$ cat config.mk
export PLATFORM = sky130hd
export DESIGN_NAME = lzwd_outq
export DESIGN_NICKNAME = d
export VERILOG_FILES = /design/src/rtl/lzwd_pkg.sv /design/src/rtl/lzwd_outq.sv
export SDC_FILE = /design/constraint.sdc
export NUM_CORES = 1
export LEC_CHECK = 0
export BUFFER_PORTS_ARGS = -buffer_cell sky130_fd_sc_hd__buf_2
export CORE_MARGIN = 5
export CORE_UTILIZATION = 48
export CTS_CLUSTER_SIZE = 30
export DETAILED_ROUTE_END_ITERATION = 6
export GPL_TIMING_DRIVEN = 0
export PLACE_DENSITY = 0.83
export SYNTH_ARGS = -nofsm -noshare
export SYNTH_HDL_FRONTEND = slang
export SYNTH_SLANG_ARGS = --single-unit
$ cat constraint.sdc
create_clock -name clk -period 1.9 [get_ports clk]
set_clock_uncertainty 0.15 [all_clocks]
set_input_delay 0.57 -clock clk [delete_from_list [all_inputs] [get_ports clk]]
set_output_delay 0.57 -clock clk [all_outputs]
set_load 0.05 [all_outputs]
$ cat src/rtl/lzwd_pkg.sv
package lzwd_pkg;

  localparam int DICT_SIZE_DEF  = 4096;
  localparam int MAX_STRING_DEF = 64;
  localparam int LITERAL_COUNT  = 256;
  localparam int CODE_W         = 16;
  localparam int BYTE_W         = 8;
  // wide enough to compare a code against DICT_SIZE up to 65536
  localparam int CMP_W          = 17;

  typedef struct packed {
    logic              bad;
    logic              last;
    logic [BYTE_W-1:0] data;
  } out_item_t;

endpackage

$ cat src/rtl/lzwd_outq.sv
module lzwd_outq (
  input  logic                clk,
  input  logic                rst_n,
  input  logic                push,
  input  lzwd_pkg::out_item_t push_item,
  input  logic                pop,
  output logic [1:0]          cnt,
  output logic                head_valid,
  output lzwd_pkg::out_item_t head_item
);
  import lzwd_pkg::*;

  out_item_t slot_r [2];
  logic      wptr_r, wptr_nxt;
  logic      rptr_r, rptr_nxt;
  logic [1:0] cnt_r, cnt_nxt;

  always_comb begin
    wptr_nxt = push ? ~wptr_r : wptr_r;
    rptr_nxt = pop  ? ~rptr_r : rptr_r;
    cnt_nxt  = cnt_r + 2'(push) - 2'(pop);
  end

  always_ff @(posedge clk) begin
    if (!rst_n) begin
      wptr_r <= 1'b0;
      rptr_r <= 1'b0;
      cnt_r  <= 2'd0;
    end else begin
      wptr_r <= wptr_nxt;
      rptr_r <= rptr_nxt;
      cnt_r  <= cnt_nxt;
    end
  end

  always_ff @(posedge clk) begin
    if (push) begin
      slot_r[wptr_r] <= push_item;
    end
  end

  assign cnt        = cnt_r;
  assign head_valid = (cnt_r != 2'd0);
  assign head_item  = slot_r[rptr_r];

endmodule

Yosys cells after proc, flatten, opt, wreduce, memory -nomap -nowiden
Memories as Yosys holds them, arrays and structs flattened. A register that Yosys moved wholly into a read port is not among the register bits.
Cells that the tools add are included.
{"block": "totals", "romBits": 0, "latch_bits": 0, "out_inout_bits": 13, "mem_count": 1, "in_bits": 14, "register_bits": 4, "mem_bits_rw": 20}
{"block": "op_classes", "addsub": 2, "n_shift": 0, "reduce_logical": 1, "magnitude_cmp": 0, "n_bitwise": 2, "eq_ne": 0, "div": 0, "n_mux": 4, "multipliers": 0}
{"name": "slot_r", "words": 2, "word_bits": 10, "rd": 1, "rd_ports_with_merged_regs": 1, "wr": 1, "line": "lzwd_outq.sv:13", "source": "out_item_t slot_r [2];"}
{"cell": "$mux 1", "n": 4}
{"cell": "$add 2x1->2", "n": 1}
{"cell": "$not 1->1", "n": 2}
{"cell": "$reduce_bool 2->1", "n": 1}
{"cell": "$sub 2x1->2", "n": 1}

Logic depth before layout (Yosys ltp)
Gate-level depths: netlist of the first run.
{"block": "depth", "depth_word": 3, "mapped_depth": 6, "mapped_depth_nobuf": 6}

Least setup slack after synthesis of the first run
No wires, ideal clock.
{"block": "synth_timing", "kind": "register to output", "start": "register cnt_r[1], in the netlist cnt[1]", "end": "output port head_valid", "required_time_ps": 1180, "setup_slack_ps": 174, "path_stages_with_launch": 2, "n_path_buf": 0, "arrival_ps": 1006, "cell_sequence": "dfxtp_1 or2_2"}
{"block": "synth_via", "elab_chain_len": 1}
{"item": "from (decl)", "line": "lzwd_outq.sv:16", "source": "logic [1:0] cnt_r, cnt_nxt;"}
{"item": "from (signal assigned)", "line": "lzwd_outq.sv:32", "source": "cnt_r <= cnt_nxt;"}
{"item": "$reduce_bool 2->1", "line": "lzwd_outq.sv:43", "source": "assign head_valid = (cnt_r != 2'd0);"}
{"item": "to (decl)", "line": "lzwd_outq.sv:8", "source": "output logic head_valid,"}
No other way between the ends.

==> results.json, run 1 <==
{
  "synthesis.area_um2": 945,
  "rsz0062_at_grt": "yes",
  "fin_area_mm2": 0.00130,
  "place_area_mm2": 0.00111,
  "layout_commonest_cell": "edfxtp_1",
  "dp_hpwl_mm": 1.04,
  "finalPower_w": 0.00126,
  "gr-total-overflow": 0,
  "port_buffers": 26,
  "clock_latency_ns": 0.30,
  "die_x_um": 54.4,
  "io_pins": 27,
  "min_path_type": "input port to register",
  "cp_max_fo": 5,
  "syn_avg_cell_area_um2": 18.5,
  "grt_usage": 0.141,
  "diodes": 0,
  "end_kind": "output pin",
  "path_clk_slew_ns": 0.13,
  "power_leakage_nw": 0.543,
  "r2r_end": "slot_r[0][8]$_DFFE_PP_",
  "netlist_top_cells_area": "edfxtp_1 64%, mux2_2 12%, dfxtp_1 11%",
  "drc": 0,
  "start_util": 0.492,
  "num_rows": 16,
  "period_minus_slack_ns": 2.02,
  "ys_seq_area_frac": 0.742,
  "drtAntennaViolNets": 0,
  "crit_end": "head_item[2]",
  "cts_buffer_depth": 2,
  "synth_top_area_share": 0.636,
  "ys.warnings.count": 0,
  "slew_headroom": 0.353,
  "worst_slack_ns": -0.123,
  "htreeDepth": 1,
  "failed_checks": "negative setup slack",
  "synth_seq_cells": 25,
  "r2r_start": "wptr_r$_SDFFE_PN0P_",
  "slew_viol_final": 0,
  "wl_mm": 1.84,
  "pwr-share-seq": 0.514,
  "dr.pass1.iters": 3,
  "tns_ns": -1.14,
  "crit_required_ns": 1.18,
  "dieArea_mm2": 0.00296,
  "comb_power_share": 0.306,
  "gp_congestion": 0.578,
  "most-common-layout-cells": "20 x edfxtp_1, 15 x buf_2, 10 x mux2_4, 10 x buf_8, 4 x and2_1",
  "syn_nets": 67,
  "yosysUniqueCellTypes": 13,
  "final_util": 0.676,
  "antenna_found_initial": 0,
  "grt_max_degree": 14,
  "status": "complete, but fails checks",
  "timing_hold_violations_final": 0,
  "tightest_slew_ns": 0.969,
  "syn_inst": 51,
  "post-place-ws_ns": -0.129,
  "via_per_inst": 4.81,
  "cts_buffers": 3,
  "root_buffer": "clkbuf_4",
  "fin_nets": 100,
  "p_sw_frac": 0.300,
  "ff2ff_path_depth": 1,
  "post-route-period-util": 1.06,
  "drt-initial-drc-count": 15,
  "synth.largest_area_cell": "edfxtp_1",
  "cp.arrival_ns": 1.30,
  "switching_power_w": 0.000380,
  "r2r_setup_slack_ns": 0.30,
  "cap_violations": 0,
  "wl_per_cell_um": 16.8,
  "fmax_ghz": 0.494,
  "grt_pass1_wl_mm": 2.73,
  "critical_path_class": "register to output pin",
  "cts_tree": "yes",
  "grt_pass1_vias": 552,
  "cts.sinks": 25,
  "fp.dieH_um": 54.4,
  "peakVddDrop_mv": 0.681,
  "num_vias": 529,
  "p_per_area_mw_per_mm2": 972,
  "core_mm2": 0.00192,
  "start_kind": "register",
  "setup_violations": 10,
  "power.internal_w": 0.000884,
  "drive_gt1_frac": 0.554,
  "p_clk_frac": 0.180,
  "synthToLayoutAreaGrowth_pct": 37.6
}
-- routing by layer --
layer / part of all wire / up-vias / wire, µm / track usage
met4: 0.0038 / 0 / 7 / 0.0622
li1: - / 251 / - / -
met1: 0.37 / 259 / 679 / 0.157
met2: 0.57 / 17 / 1040 / 0.257
met3: 0.062 / 2 / 115 / 0.0300
met5: 0 / - / 0 / 0
-- critical path, cell delays in order (launching register included) --
cell and delay, ns:
dfxtp_2 0.38, buf_6 0.14, mux2_4 0.32, buf_8 0.15
-- flip-flops by register name (all words and copies together) (netlist names), named ones only --
register  count
wptr_r        1
cnt           2
rptr_r        1
slot_r       20
-- how the worst min path moves through the flow --
stage | startpoint | to | slack, ns | cells past startpoint
after CTS | push_item[0] | slot_r[1][0]$_DFFE_PP_ | 0.27 | 1
after detailed placement | rptr_r$_SDFFE_PN0P_ | register | 0.42 | 2
after global routing | push_item[0] | slot_r[0][0]$_DFFE_PP_ | 0.26 | 1
final | push_item[0] | slot_r[1][0]$_DFFE_PP_ | 0.29 | 1
after floorplan | rptr_r$_SDFFE_PN0P_ | register | 0.40 | 2
after global placement | rptr_r$_SDFFE_PN0P_ | rptr_r$_SDFFE_PN0P_ | 0.42 | 2
-- synthesized netlist by cell type --
cell type,instances
edfxtp_1,20
mux2_2,10
dfxtp_1,5
and2_1,4
ha_1,2
inv_1,2
nor2b_1,2
buf_4,1
nor2b_2,1
o21a_1,1
or2_2,1
xnor3_1,1
xor2_1,1
-- power by group through the flow --
stage	Combinational (W)	Sequential (W)	Clock (W)
after detailed placement	0.000295	0.000658	0
final	0.000387	0.000650	0.000227
after CTS	0.000370	0.000648	0.000236
after floorplan	0.000199	0.000688	0
after global placement	0.000290	0.000655	0
after global routing	0.000407	0.000655	0.000264
-- per-stage QoR --
stage	instances	hold slack [ns]
CTS	109	0.275
global route	110	0.259
global placement	104	0.419
detailed placement	104	0.422
floorplan	51	0.405
finish	110	0.290
-- cell type report --
class | count | area (µm²)
sequential | 25 | 703
fill | 137 | 622
multi-input combinational | 23 | 267
timing repair buffer | 28 | 251
tap | 27 | 33.8
clock buffer | 4 | 26.3
buffer | 1 | 11.3
inverter | 2 | 7.51
-- logic make-up after synthesis --
family / synth area share
DFF: 0.742
adders and majority gates: 0.0265
buffers and inverters: 0.0159
xor gates and xnor gates: 0.0331
and+or+nand+nor: 0.0556
muxes: 0.119
AOI/OAI and AO/OA: 0.00795
-- repair_timing --
action | 4_1_cts | 5_1_grt
resized for setup | 44 | 3
buffers inserted | 0 | 1
gates cloned | 1 | 0
setup endpoints to repair | 10 | 11
hold buffers | 0 | 0
Power figures use the tool's default switching activity.
==> inputs of run 2 (changes only) <==
- CORE_UTILIZATION: 48 -> 49
- PLACE_DENSITY: 0.83 -> 0.84
==> run 2 against run 1 <==
Effect of this change: register-to-register slack better by 0.03 ns; worst hold slack worse by 0.0044 ns; the flow still finishes with violations (negative setup slack); setup slack better by 0.013 ns; fmax up 0.66%; routed wire length down 5.5%.
==> results.json, run 2 (synthesis gave the netlist of run 1 again) <==
{
  "status": "complete, but fails checks",
  "failed_checks": "negative setup slack",
  "root_buffer": "clkbuf_4",
  "finalPower_w": 0.00127,
  "multi_input_area_um2": 267,
  "drt-initial-drc-count": 2,
  "tns_ns": -1.01,
  "io_pins": 27,
  "path_clk_slew_ns": 0.13,
  "via_per_inst": 4.82,
  "synthToLayoutAreaGrowth_pct": 37.7,
  "grt_use_met3": 0.0249,
  "cts.sinks": 25,
  "r2r_end": "slot_r[0][5]$_DFFE_PP_",
  "hp-start": "push_item[9]",
  "setup_violations": 10,
  "critical_path_class": "register to output pin",
  "drc": 0,
  "power.internal_w": 0.000889,
  "rsz0062_at_grt": "yes",
  "layout_commonest_cell": "edfxtp_1",
  "slew_headroom": 0.373,
  "place_area_mm2": 0.00111,
  "die_x_um": 53.9,
  "p_per_area_mw_per_mm2": 977,
  "dr.pass1.iters": 4,
  "cts_buffer_depth": 2,
  "switching_power_w": 0.000383,
  "end_kind": "output pin",
  "whs_ns": 0.286,
  "hold_end": "slot_r[1][9]$_DFFE_PP_",
  "most-common-layout-cells": "20 x edfxtp_1, 15 x buf_2, 10 x mux2_4, 10 x buf_8, 4 x and2_1",
  "port_buffers": 26,
  "drive_gt1_frac": 0.554,
  "slew_viol_final": 0,
  "cts_buffers": 3,
  "nFillCells": 112,
  "gr-total-overflow": 0,
  "r2r_start": "wptr_r$_SDFFE_PN0P_",
  "start_util": 0.530,
  "largest_register_ffs": 20,
  "crit_required_ns": 1.18,
  "antenna_found_initial": 0,
  "fp.dieH_um": 53.9,
  "num_vias": 521,
  "post-route-period-util": 1.06,
  "power_leakage_nw": 0.544,
  "tightest_slew_ns": 0.938,
  "r2r_setup_slack_ns": 0.33,
  "drtAntennaViolNets": 0,
  "wl_mm": 1.74,
  "period_minus_slack_ns": 2.01,
  "fin_nets": 100,
  "layout.area.seq_um2": 703,
  "peakVddDrop_mv": 0.730,
  "htreeDepth": 1,
  "met1_usage": 0.131,
  "grt_pass1_wl_mm": 2.64,
  "dp_hpwl_mm": 1.12,
  "core_mm2": 0.00178,
  "wl_per_cell_um": 16.1,
  "worst_slack_ns": -0.110,
  "cts_hold_buf": 0,
  "p_sw_frac": 0.301,
  "gp_congestion": 0.609,
  "cts_tree": "yes",
  "diodes": 0,
  "pwr-share-seq": 0.511,
  "grt_busiest_layer": "met2",
  "cap_violations": 0,
  "num_rows": 15,
  "dp_cells": 102,
  "fin_area_mm2": 0.00130,
  "cp.arrival_ns": 1.29,
  "largest-register": "slot_r",
  "grt_max_degree": 14,
  "grt_usage": 0.135,
  "dieArea_mm2": 0.00291,
  "use_met2": 0.272,
  "p_clk_frac": 0.182,
  "cp_max_fo": 5,
  "timing_hold_violations_final": 0,
  "start_kind": "register",
  "grt_pass1_vias": 587,
  "final_cells": 108,
  "min_path_type": "input port to register",
  "comb_power_share": 0.307,
  "fmax_ghz": 0.498,
  "whs_path_depth": 1,
  "clock_latency_ns": 0.30,
  "ff2ff_path_depth": 1
}
run 2: cell types whose count changed in the layout (fill, tap and decap cells not counted):
cell / delta
buf_4: -1
buf_6: +1
run 2: worst max-delay path by stage:
stage,cells after the start,slack [ns],endpoint
4_1_cts,3,-0.11,head_item[8]
3_3_place_gp,2,-0.07,slot_r[0][2]$_DFFE_PP_
5_1_grt,3,-0.16,head_item[7]
6_report,3,-0.11,head_item[1]
3_5_place_dp,2,-0.12,slot_r[0][5]$_DFFE_PP_
2_1_floorplan,1,0.17,head_valid
run 2: power groups by stage:
stage	Combinational, W	Clock (W)	Sequential (W)
finish	0.000391	0.000232	0.000649
detailed placement	0.000299	0	0.000658
CTS	0.000374	0.000228	0.000649
global placement	0.000290	0	0.000655
global route	0.000411	0.000268	0.000654
floorplan	0.000199	0	0.000688
run 2: metrics by stage:
stage | utilization | setup slack, ns
after global routing | 0.730 | -0.164
after CTS | 0.721 | -0.108
final | 0.730 | -0.110
after floorplan | - | 0.174
after detailed placement | 0.620 | -0.124
after global placement | 0.620 | -0.0715
run 2: repair_timing:
item / CTS / global route
setup buffers: 0 / 1
endpoints found under the setup margin: 10 / 11
cloned: 1 / 0
resized for setup: 44 / 4
pin swaps: 0 / 0
run 2: cell type report:
| type | instances | area share |
|---|---|---|
| clock buffer | 4 | 0.0202 |
| timing repair buffer | 28 | 0.196 |
| inverter | 2 | 0.00577 |
| buffer | 1 | 0.00865 |
| sequential | 25 | 0.540 |
| multi-input combinational | 23 | 0.205 |
| tap | 25 | 0.0240 |
run 2: worst max-delay path: stages (launching register included):
cell	delay (ns)
dfxtp_2	0.37
buf_6	0.14
mux2_4	0.32
buf_8	0.15
run 2: routing by layer:
| metal | vias to the layer above | routed length (µm) |
|---|---|---|
| li1 | 250 | - |
| met1 | 250 | 641 |
| met2 | 19 | 982 |
| met3 | 2 | 107 |
| met4 | 0 | 12 |
| met5 | - | 0 |
