$ cat src/rtl/lzwd_pkg.sv
package lzwd_pkg;

  localparam int DICT_SIZE_DEF  = 4096;
  localparam int MAX_STRING_DEF = 64;
  localparam int LITERAL_COUNT  = 256;
  localparam int CODE_W         = 16;
  localparam int BYTE_W         = 8;
  // wide enough to compare a code against DICT_SIZE up to 65536
  localparam int CMP_W          = 17;

  typedef struct packed {
    logic              bad;
    logic              last;
    logic [BYTE_W-1:0] data;
  } out_item_t;

endpackage

$ cat src/rtl/lzwd_stack.sv
module lzwd_stack #(
  parameter int MAX_STRING = 64
) (
  input  logic                            clk,
  input  logic                            wr_en,
  input  logic [$clog2(MAX_STRING)-1:0]   wr_addr,
  input  logic [lzwd_pkg::BYTE_W-1:0]     wr_data,
  input  logic                            rd_en,
  input  logic [$clog2(MAX_STRING)-1:0]   rd_addr,
  output logic [lzwd_pkg::BYTE_W-1:0]     rd_data
);
  import lzwd_pkg::*;

  logic [BYTE_W-1:0] mem [MAX_STRING];
  logic [BYTE_W-1:0] rd_data_r;

  always_ff @(posedge clk) begin
    if (wr_en) begin
      mem[wr_addr] <= wr_data;
    end
    if (rd_en) begin
      rd_data_r <= mem[rd_addr];
    end
  end

  assign rd_data = rd_data_r;

endmodule

$ cat config.mk
export PLATFORM = sky130hd
export DESIGN_NAME = lzwd_stack
export DESIGN_NICKNAME = d
export VERILOG_FILES = /design/src/rtl/lzwd_pkg.sv /design/src/rtl/lzwd_stack.sv
export SDC_FILE = /design/constraint.sdc
export NUM_CORES = 1
export LEC_CHECK = 0
export CAP_MARGIN = 30
export CORE_ASPECT_RATIO = 0.5
export CORE_UTILIZATION = 45
export CTS_BUF_LIST = sky130_fd_sc_hd__clkbuf_8
export CTS_CLUSTER_DIAMETER = 50
export CTS_CLUSTER_SIZE = 28
export DETAILED_ROUTE_END_ITERATION = 7
export DONT_BUFFER_PORTS = 1
export PLACE_DENSITY_LB_ADDON = 0.2
export SLEW_MARGIN = 0
export SYNTH_ARGS = -nofsm -noshare
export SYNTH_HDL_FRONTEND = slang
export SYNTH_SLANG_ARGS = --single-unit
export TNS_END_PERCENT = 30
$ cat constraint.sdc
create_clock -name clk -period 2.7 [get_ports clk]
set_input_delay 0.54 -clock clk [delete_from_list [all_inputs] [get_ports clk]]
set_output_delay 0.54 -clock clk [all_outputs]
set_load 0.01 [all_outputs]
# Word-level counts from Yosys, hierarchy flattened
# Memory sizes are Yosys's and may differ from the RTL's. A register that Yosys moved wholly into a read port is not among the register bits.
# Index checks and enable logic that the tools add are counted.
dict set report totals {
  wordCells 3
  ram_bits 512
  ff_bits 0
  n_memories 1
  output_inout_bits 8
}
dict set report classes {
  n_mux 2
}
# name words word_bits read_ports rd_ports_with_merged_regs wr line_no
set memory_table {}
lappend memory_table {mem 64 8 1 1 1 lzwd_stack.sv:14} ;# logic [BYTE_W-1:0] mem [MAX_STRING];
# cell count
set ops {}
lappend ops {{$mux 1} 2}

# Logic depth before layout (Yosys ltp)
# Gate-level depths: netlist (run 1).
dict set report logic_depth {
  ltp_word 2
  mapped_depth 9
  mapped_depth_nobuf 5
}

# Worst setup path after synthesis (run 1)
# OpenSTA, ideal clock, no wires.
dict set report synth_path {
  kind {input port to flip-flop}
  startpoint {in rd_addr[1]}
  endpoint {reg rd_data_r[3] (netlist: rd_data[3]) (read register of mem) (data pin)}
  cell_stages 7
  path_buffers 3
  slack_ns 0.354
  arrival_ns 2.080
  required_ns 2.434
  cell_sequence {buf_4 -> buf_2 -> buf_2 -> mux4_2 -> mux4_2 -> o21ai_1 -> o41ai_1}
}
# item line_no
set synth_lines {}
lappend synth_lines {{from (decl)} lzwd_stack.sv:9} ;# input logic [$clog2(MAX_STRING)-1:0] rd_addr,
lappend synth_lines {{to (decl)} lzwd_stack.sv:15} ;# logic [BYTE_W-1:0] rd_data_r;

==> metrics.sh, run 1 <==
CLKPWRFRAC_PCT=30.8
MIN_PERIOD_OVER_PERIOD_PCT=81.18
DIEHEIGHT_UM=152.0
RSZ0062_AT_GRT='no'
CLOCK-ROOT-BUFFER='clkbuf_8'
TNS_PS=0
ROUTEDWLPERCELL_UM=26.91
DETAIL_ROUTE.ITER0.VIOLATIONS=1024
PLACEMENT.SETUP.WORST_SLACK_PS=254.4
FINALWORSTSETUPSLACK_PS=508.2
ASYNCSETRESETFLOPFRACSYNTH_PCT=0
SYNTH_ENABLE_FLOP_CELLS=520
VIAS=9426
GLOBALROUTE.TOTALOVERFLOW=0
HOLD_BUFFERS=1
ACHIEVABLE-FREQUENCY_MHz=456.2
SYNTH.YOSYS.WARNINGS=0
DIE_AREA_UM2=45900
OUTCOME='finished clean'
NUMPORTBUFFERS=0
HPWLAFTERDP_MM=25.13
POWER_LEAKAGE_nW=6.766
START_UTIL_PCT=46.03
NET_SWITCHING_POWER_FIGURE_W=0.002928
YOSYS_REGISTER_BITS=520
REQUIRED_PS=3050
SYN-CELL-AREA_UM2=20250
NETSWITCHINGFRACTION_PCT=21.44
NETLIST_INSTANCES=940
WORST_SLEW_MARGIN_REL_PCT=46.63
ROW_COUNT=54
CTS-RESIZED-GATES=0
CTS_HTREE_LEVELS=2
FIRST_PASS_ITERATION_COUNT_OF_THE_DETAILED_ROUTER=6
FLOORPLAN.CORE_AREA_UM2=43980
TRITONCTS='done'
TIMING.HOLD.WORST.START='rd_en'
FINALCLOCKSKEW_PS=27.65
GRT_PASS1_VIAS=9535
TOP_LEVEL_PORTS=31
POST-CTS-SETUP-BUFFERS=0
END_KIND='flip-flop'
SYNTHFLOPTYPE='edfxtp_1'
P_INT_W=0.01073
FINALSETUPVIOLATIONS=0
SHARE_OF_TOTAL_POWER_IN_COMBINATIONAL_LOGIC_PCT=3.6
FINALWORSTPATHREQUIREDPERIOD_PS=2192
SIGNAL_ARRIVAL_TIME_AT_THE_WORST_ENDPOINT_PS=2540
HOLD_VIOL_FINAL=0
TIMING.HOLD.WORST.CLASS='input pin to flip-flop'
GPL.FINAL_WEIGHTED_CONGESTION=0.7764
DRT-VIAS-PER-INSTANCE=5.808
CRIT_PATH_MAX_FANOUT=1
GRT_USAGE_PCT=19.24
DRT.ANTENNA.VIOLATING_NETS=0
FINAL_NETS=1032
COUNT_OF_DISTINCT_CELL_TYPES_IN_THE_SYNTHESIZED_NETLIST=39
DRC_ERRORS=0
PIN_COUNT_OF_THE_BIGGEST_NET_ENTERING_GLOBAL_ROUTING=138
PLACED_CELLS_INCL_TAPS=1551
WORST_R2R_STARTPOINT='mem[21][4]'
TIMING.FINAL.MAX_SLEW_VIOLATIONS=0
DIE_WIDTH_UM=302.0
CRITICAL_PATH.STARTPOINT='mem[21][4]'
CLOCK_BUFFER_DEPTH=3
MAX_CAPACITANCE_VIOLATION_COUNT=0
SYN-NUM-NETS=963
CLK_PIN_SLEW_WORST_PATHS_PS=120
ROUTED_WIRELENGTH_MM=43.67
POSTSYNTHAREAPERCELL_UM2=21.54
TRITONCTS.NUM_BUFFERS=37
SEQ_POWER_SHARE_PCT=65.6
AREA_DELTA_SYNTH_FINAL_PCT=8.905
GRT_ANTENNA_BEFORE_REPAIR=1
FINISH.CELL_COUNT_WITHOUT_FILLERS=1623
P_TOTAL_W=0.01366
TIMING_WORST_SLEW_PIN_VALUE_PS=797.6
DRIVE_GT1_SHARE_PCT=26.60
GRT_PASS1_WL_MM=63.83
REGISTER_AREA_SHARE_AFTER_SYNTHESIS_PCT=77.12
CTS_NUM_SINKS=520
TIMING.SETUP.CRITICAL_PATH_CLASS='flip-flop to flip-flop'
POWER.DENSITY_CELL_AREA_nW_PER_UM2=619.5
IR_DROP_V=0.0002926
CRITPATHLAUNCHTYPE='flip-flop'
INSERTION_DELAY_PS=600
-- power by group through the flow --
stage                     registers (W)  logic (W)  clock network [W]
final                           0.00897   0.000487            0.00421
after global routing            0.00897   0.000513            0.00458
after CTS                       0.00897   0.000478            0.00431
after detailed placement        0.00915   0.000473                  0
after global placement          0.00915   0.000470                  0
after floorplan                 0.00914   0.000476                  0
-- flip-flops by register name (all words and copies together), names as in the netlist --
signal	count
rd_data	8
mem	512
-- logic make-up (layout without fill, tap and decap cells) --
| family | after synthesis | count (layout) | share of synthesized area [%] |
|---|---|---|---|
| flip-flops | 520 | 520 | 77.12 |
| multiplexers | 162 | 162 | 15.88 |
| AND/OR/NAND/NOR | 153 | 153 | 3.374 |
| AO/OA/AOI/OAI | 54 | 54 | 2.064 |
| buffers and inverters | 51 | 145 | 1.563 |
| other | 0 | 1 | 0 |
-- final timing paths --
path / to / slack (ps) / cells after the start
setup reg to reg: rd_data[4] / 510 / 5
hold / removal: rd_data[5] / 40 / 0
setup / recovery: rd_data[4] / 510 / 5
hold reg to reg: rd_data[4] / 940 / 3
-- final cells by class --
| cell class | count | area [um2] |
|---|---|---|
| diodes | 1 | 2.502 |
| clock buffers | 37 | 509.2 |
| clock inverters | 27 | 246.5 |
| fillers | 3415 | 21930 |
| multi-input cells | 369 | 4315 |
| flip-flops and latches | 520 | 15620 |
| well taps | 588 | 735.7 |
| repair buffers | 81 | 625.6 |
-- metal layers --
layer | part of all wire, % | global-route usage (%) | vias to the layer above
met3 | 5.9 | 3.532 | 44
met1 | 46 | 29.29 | 5067
li1 | - | - | 4051
met4 | 1.5 | 3.968 | 0
met5 | 0 | 0 | -
met2 | 46 | 29.27 | 264
-- metrics by stage --
stage | hold WS, ps | cell area, um2 | utilization, %
final | 44.22 | 22050 | 50.13
after global routing | 1.396 | 22050 | 50.13
after CTS | 1.319 | 21990 | 49.99
after detailed placement | 641.8 | 21220 | 48.25
after global placement | 642.1 | 21220 | 48.25
after floorplan | 638.9 | 20250 | -
-- cell usage after synthesis, drive strengths merged (3+ instances only) --
master | n | share of area (%)
a221oi | 6 | 0.26
o2bb2ai | 3 | 0.13
nor3 | 7 | 0.17
o2111ai | 3 | 0.13
mux2 | 13 | 0.72
clkbuf | 17 | 0.32
nand3b | 3 | 0.11
nor2 | 83 | 1.5
a211oi | 4 | 0.15
a21oi | 3 | 0.074
nand3 | 13 | 0.32
mux2i | 23 | 1.1
a22oi | 3 | 0.11
o221ai | 8 | 0.35
nor2b | 14 | 0.43
buf | 34 | 1.2
o22ai | 8 | 0.25
o21ai | 4 | 0.099
edfxtp | 520 | 77
nand2b | 7 | 0.22
nand2 | 19 | 0.35
mux4 | 126 | 14
-- critical path: stages (launching register included) --
cell      delay [ps]
edfxtp_1         390
mux4_2           480
mux2_2           270
o221a_2          260
nor3_1           410
o32ai_1          150
-- cell usage in the layout (no fill, tap or decap), types with 4 or more instances in the layout --
| cell type | Yosys | layout |
|---|---|---|
| nor2b_1 | 14 | 14 |
| clkinv_2 | 0 | 4 |
| clkinvlp_4 | 0 | 5 |
| buf_4 | 13 | 74 |
| inv_6 | 0 | 4 |
| nand2b_1 | 7 | 7 |
| nand2_1 | 19 | 19 |
| o221ai_1 | 8 | 8 |
| o22ai_1 | 8 | 8 |
| nor3_1 | 7 | 7 |
| nand3_1 | 13 | 13 |
| clkbuf_8 | 0 | 37 |
| mux2_2 | 13 | 13 |
| dlygate4sd3_1 | 0 | 7 |
| mux2i_1 | 23 | 23 |
| a221oi_1 | 6 | 6 |
| mux4_2 | 126 | 126 |
| a211oi_1 | 4 | 4 |
| edfxtp_1 | 520 | 520 |
| nor2_1 | 83 | 83 |
Power figures use the tool's default switching activity.
==> run 2: changes to the inputs <==
clock period = 2 ns   (was 2.7 ns; I/O delays follow)
==> run 2 against run 1 <==
- worst hold slack worse by 23 ps
- utilization is 1.0 points higher
- critical path depth stayed put
- die area stayed put
- largest cell class unchanged
- clock power is 46% higher
==> metrics.sh, run 2 (synthesized netlist as in run 1, its figures left out) <==
OUTCOME='finished clean'
CLOCK-ROOT-BUFFER='clkbuf_8'
GRT_PASS1_WL_MM=64.83  # +1.6%
DIE_WIDTH_UM=302.0  # unchanged
FINALWORSTPATHREQUIREDPERIOD_PS=1963  # -229.3 ps
ACHIEVABLE-FREQUENCY_MHz=509.5  # +12%
WORST_SLEW_MARGIN_REL_PCT=65.71  # +19 points
ROUTEDWLPERCELL_UM=26.85  # -0.20%
PIN_COUNT_OF_THE_BIGGEST_NET_ENTERING_GLOBAL_ROUTING=138  # unchanged
START_UTIL_PCT=46.03  # unchanged
TRITONCTS='done'
ROW_COUNT=54  # unchanged
FINALSETUPVIOLATIONS=0  # unchanged
DETAIL_ROUTE.ITER0.VIOLATIONS=994  # -2.9%
AREA_DELTA_SYNTH_FINAL_PCT=11.19
FIRST_PASS_ITERATION_COUNT_OF_THE_DETAILED_ROUTER=7  # +1
HOLD_VIOL_FINAL=0  # unchanged
VIAS=9577  # +1.6%
TIMING.FINAL.MAX_SLEW_VIOLATIONS=0  # unchanged
TRITONCTS.NUM_BUFFERS=35  # -5.4%
END_KIND='flip-flop'
NUMPORTBUFFERS=0  # unchanged
POST-CTS-SETUP-BUFFERS=0  # unchanged
POST-ROUTE-UTIL_PCT=51.18  # +1.0 points
TIMING.SETUP.CRITICAL_PATH_CLASS='flip-flop to flip-flop'
TIMING_WORST_SLEW_PIN_VALUE_PS=510.1  # -287.5 ps
DRT.ANTENNA.VIOLATING_NETS=0  # unchanged
WORSTPATHCELLLIST='mux4_2 > mux2_4 > a221oi_4 > buf_4 > o2bb2ai_2'
GLOBALROUTE.TOTALOVERFLOW=0  # unchanged
CLK_PIN_SLEW_WORST_PATHS_PS=130  # about the same
GRT_ANTENNA_BEFORE_REPAIR=2  # +1
LARGEST_REG_FLOPS=512  # unchanged
CRIT_PATH_MAX_FANOUT=1  # unchanged
DRT-VIAS-PER-INSTANCE=5.843  # +0.61%
FINALCLOCKSKEW_PS=38.66  # +11.01 ps
PLACEMENT.SETUP.WORST_SLACK_PS=-291.6  # -545.9 ps
LARGEST_REGISTER='mem'
GRT_USAGE_PCT=19.49  # +0.26 points
LAYOUT.CELL_AREA.NON_FILLER_UM2=22510  # +2.1%
FINALWORSTSETUPSLACK_PS=37.44  # -470.7 ps
FIN_WORST_HOLD_SLACK_PS=20.97  # -23.26 ps
LAYOUT_COMMON_CELLS='520 x edfxtp_1, 126 x mux4_2, 88 x buf_4'
P_TOTAL_W=0.01916  # +40%
DRC_ERRORS=0  # unchanged
IR_DROP_V=0.0004448  # +52%
GRT_PASS1_VIAS=9667  # +1.4%
POWER_LEAKAGE_nW=6.991  # +3.3%
FLOORPLAN.CORE_AREA_UM2=43980  # unchanged
CRITPATHBUFINV=1  # +1
RSZ0062_AT_GRT='yes'
CTS_HTREE_LEVELS=2  # unchanged
MAX_STAGE_DELAY_PS=470  # about the same
CLOCK_BUFFER_DEPTH=3  # unchanged
HPWLAFTERDP_MM=25.71  # +2.3%
ROUTED_WIRELENGTH_MM=44.02  # +0.79%
INSERTION_DELAY_PS=620  # +20 ps
REQUIRED_PS=2350  # -700 ps
FINAL_NETS=1047  # +1.5%
CPMAXSTAGEDELAYCELL='mux4_2'
TIMING.HOLD.WORST.CLASS='input pin to flip-flop'
MIN_PERIOD_OVER_PERIOD_PCT=98.13  # +17 points
GPL.FINAL_WEIGHTED_CONGESTION=0.8067  # +3.9%
TOP_LEVEL_PORTS=31  # unchanged
LAYOUT_COMMONEST_CELL='edfxtp_1'
SIGNAL_ARRIVAL_TIME_AT_THE_WORST_ENDPOINT_PS=2310  # -230 ps
DIE_AREA_UM2=45900  # unchanged
DRIVE_GT1_SHARE_PCT=29.33  # +2.7 points
DIEHEIGHT_UM=152.0  # unchanged
POWER.DENSITY_CELL_AREA_nW_PER_UM2=851.1  # +37%
PLACEMENT.CELL_AREA_UM2=21330  # +0.50%
CRITPATHLAUNCHTYPE='flip-flop'
CTS_NUM_SINKS=520  # unchanged
CPLARGESTDELAYFAMILY='multiplexers'
FILLER_CELL_COUNT=3416  # +0.029%
MAX_CAPACITANCE_VIOLATION_COUNT=0  # unchanged
run 2: worst paths after layout:
| kind | from | end | slack (ps) | cells after the start |
|---|---|---|---|---|
| setup / recovery | mem[40][2] | rd_data[2] | 40 | 5 |
| hold / removal | rd_addr[5] | rd_data[4] | 20 | 1 |
| setup reg to reg | mem[40][2] | rd_data[2] | 40 | 5 |
| hold reg to reg | mem[26][4] | rd_data[4] | 900 | 3 |
run 2: where the power goes:
group / switching, W / total (W) / internal (W)
sequential: 0.0000400 / 0.0121 / 0.0121
clock: 0.00369 / 0.00616 / 0.00247
combinational: 0.000448 / 0.000892 / 0.000444
run 2: metal layers:
| layer | GRT usage (%) | vias up | routed length (um) |
|---|---|---|---|
| met1 | 28.87 | 5128 | 19220 |
| met3 | 3.575 | 58 | 2897 |
| met4 | 4.521 | 2 | 839 |
| li1 | - | 4081 | - |
| met5 | 0 | - | 13 |
| met2 | 30.30 | 308 | 21040 |
run 2: stage by stage:
step	cells	setup TNS (ps)
2_1_floorplan	940	-641.1
3_3_place_gp	1565	-1174
3_5_place_dp	1565	-1183
4_1_cts	1637	0
5_1_grt	1639	-96.61
6_report	1639	0
run 2: worst reg2reg max path: stages (launching register included):
cell and delay [ps]:
edfxtp_1 390, mux4_2 470, mux2_4 300, a221oi_4 320, buf_4 190, o2bb2ai_2 60
run 2: final cells by class:
type	count	area, um2	area share [%]
clock buffers	37	509.2	2.262
well taps	588	735.7	3.268
clock inverters	26	345.3	1.534
flip-flops and latches	520	15620	69.36
repair buffers	98	900.9	4.002
diodes	1	2.502	0.01112
multi-input cells	369	4403	19.56
run 2: repair_timing:
action,in CTS,in global routing
endpoints found under the hold margin,524,2
hold buffers,9,1
cloned,0,0
endpoints found under the setup margin,4,6
pin swaps,1,3
gates resized for setup,6,12
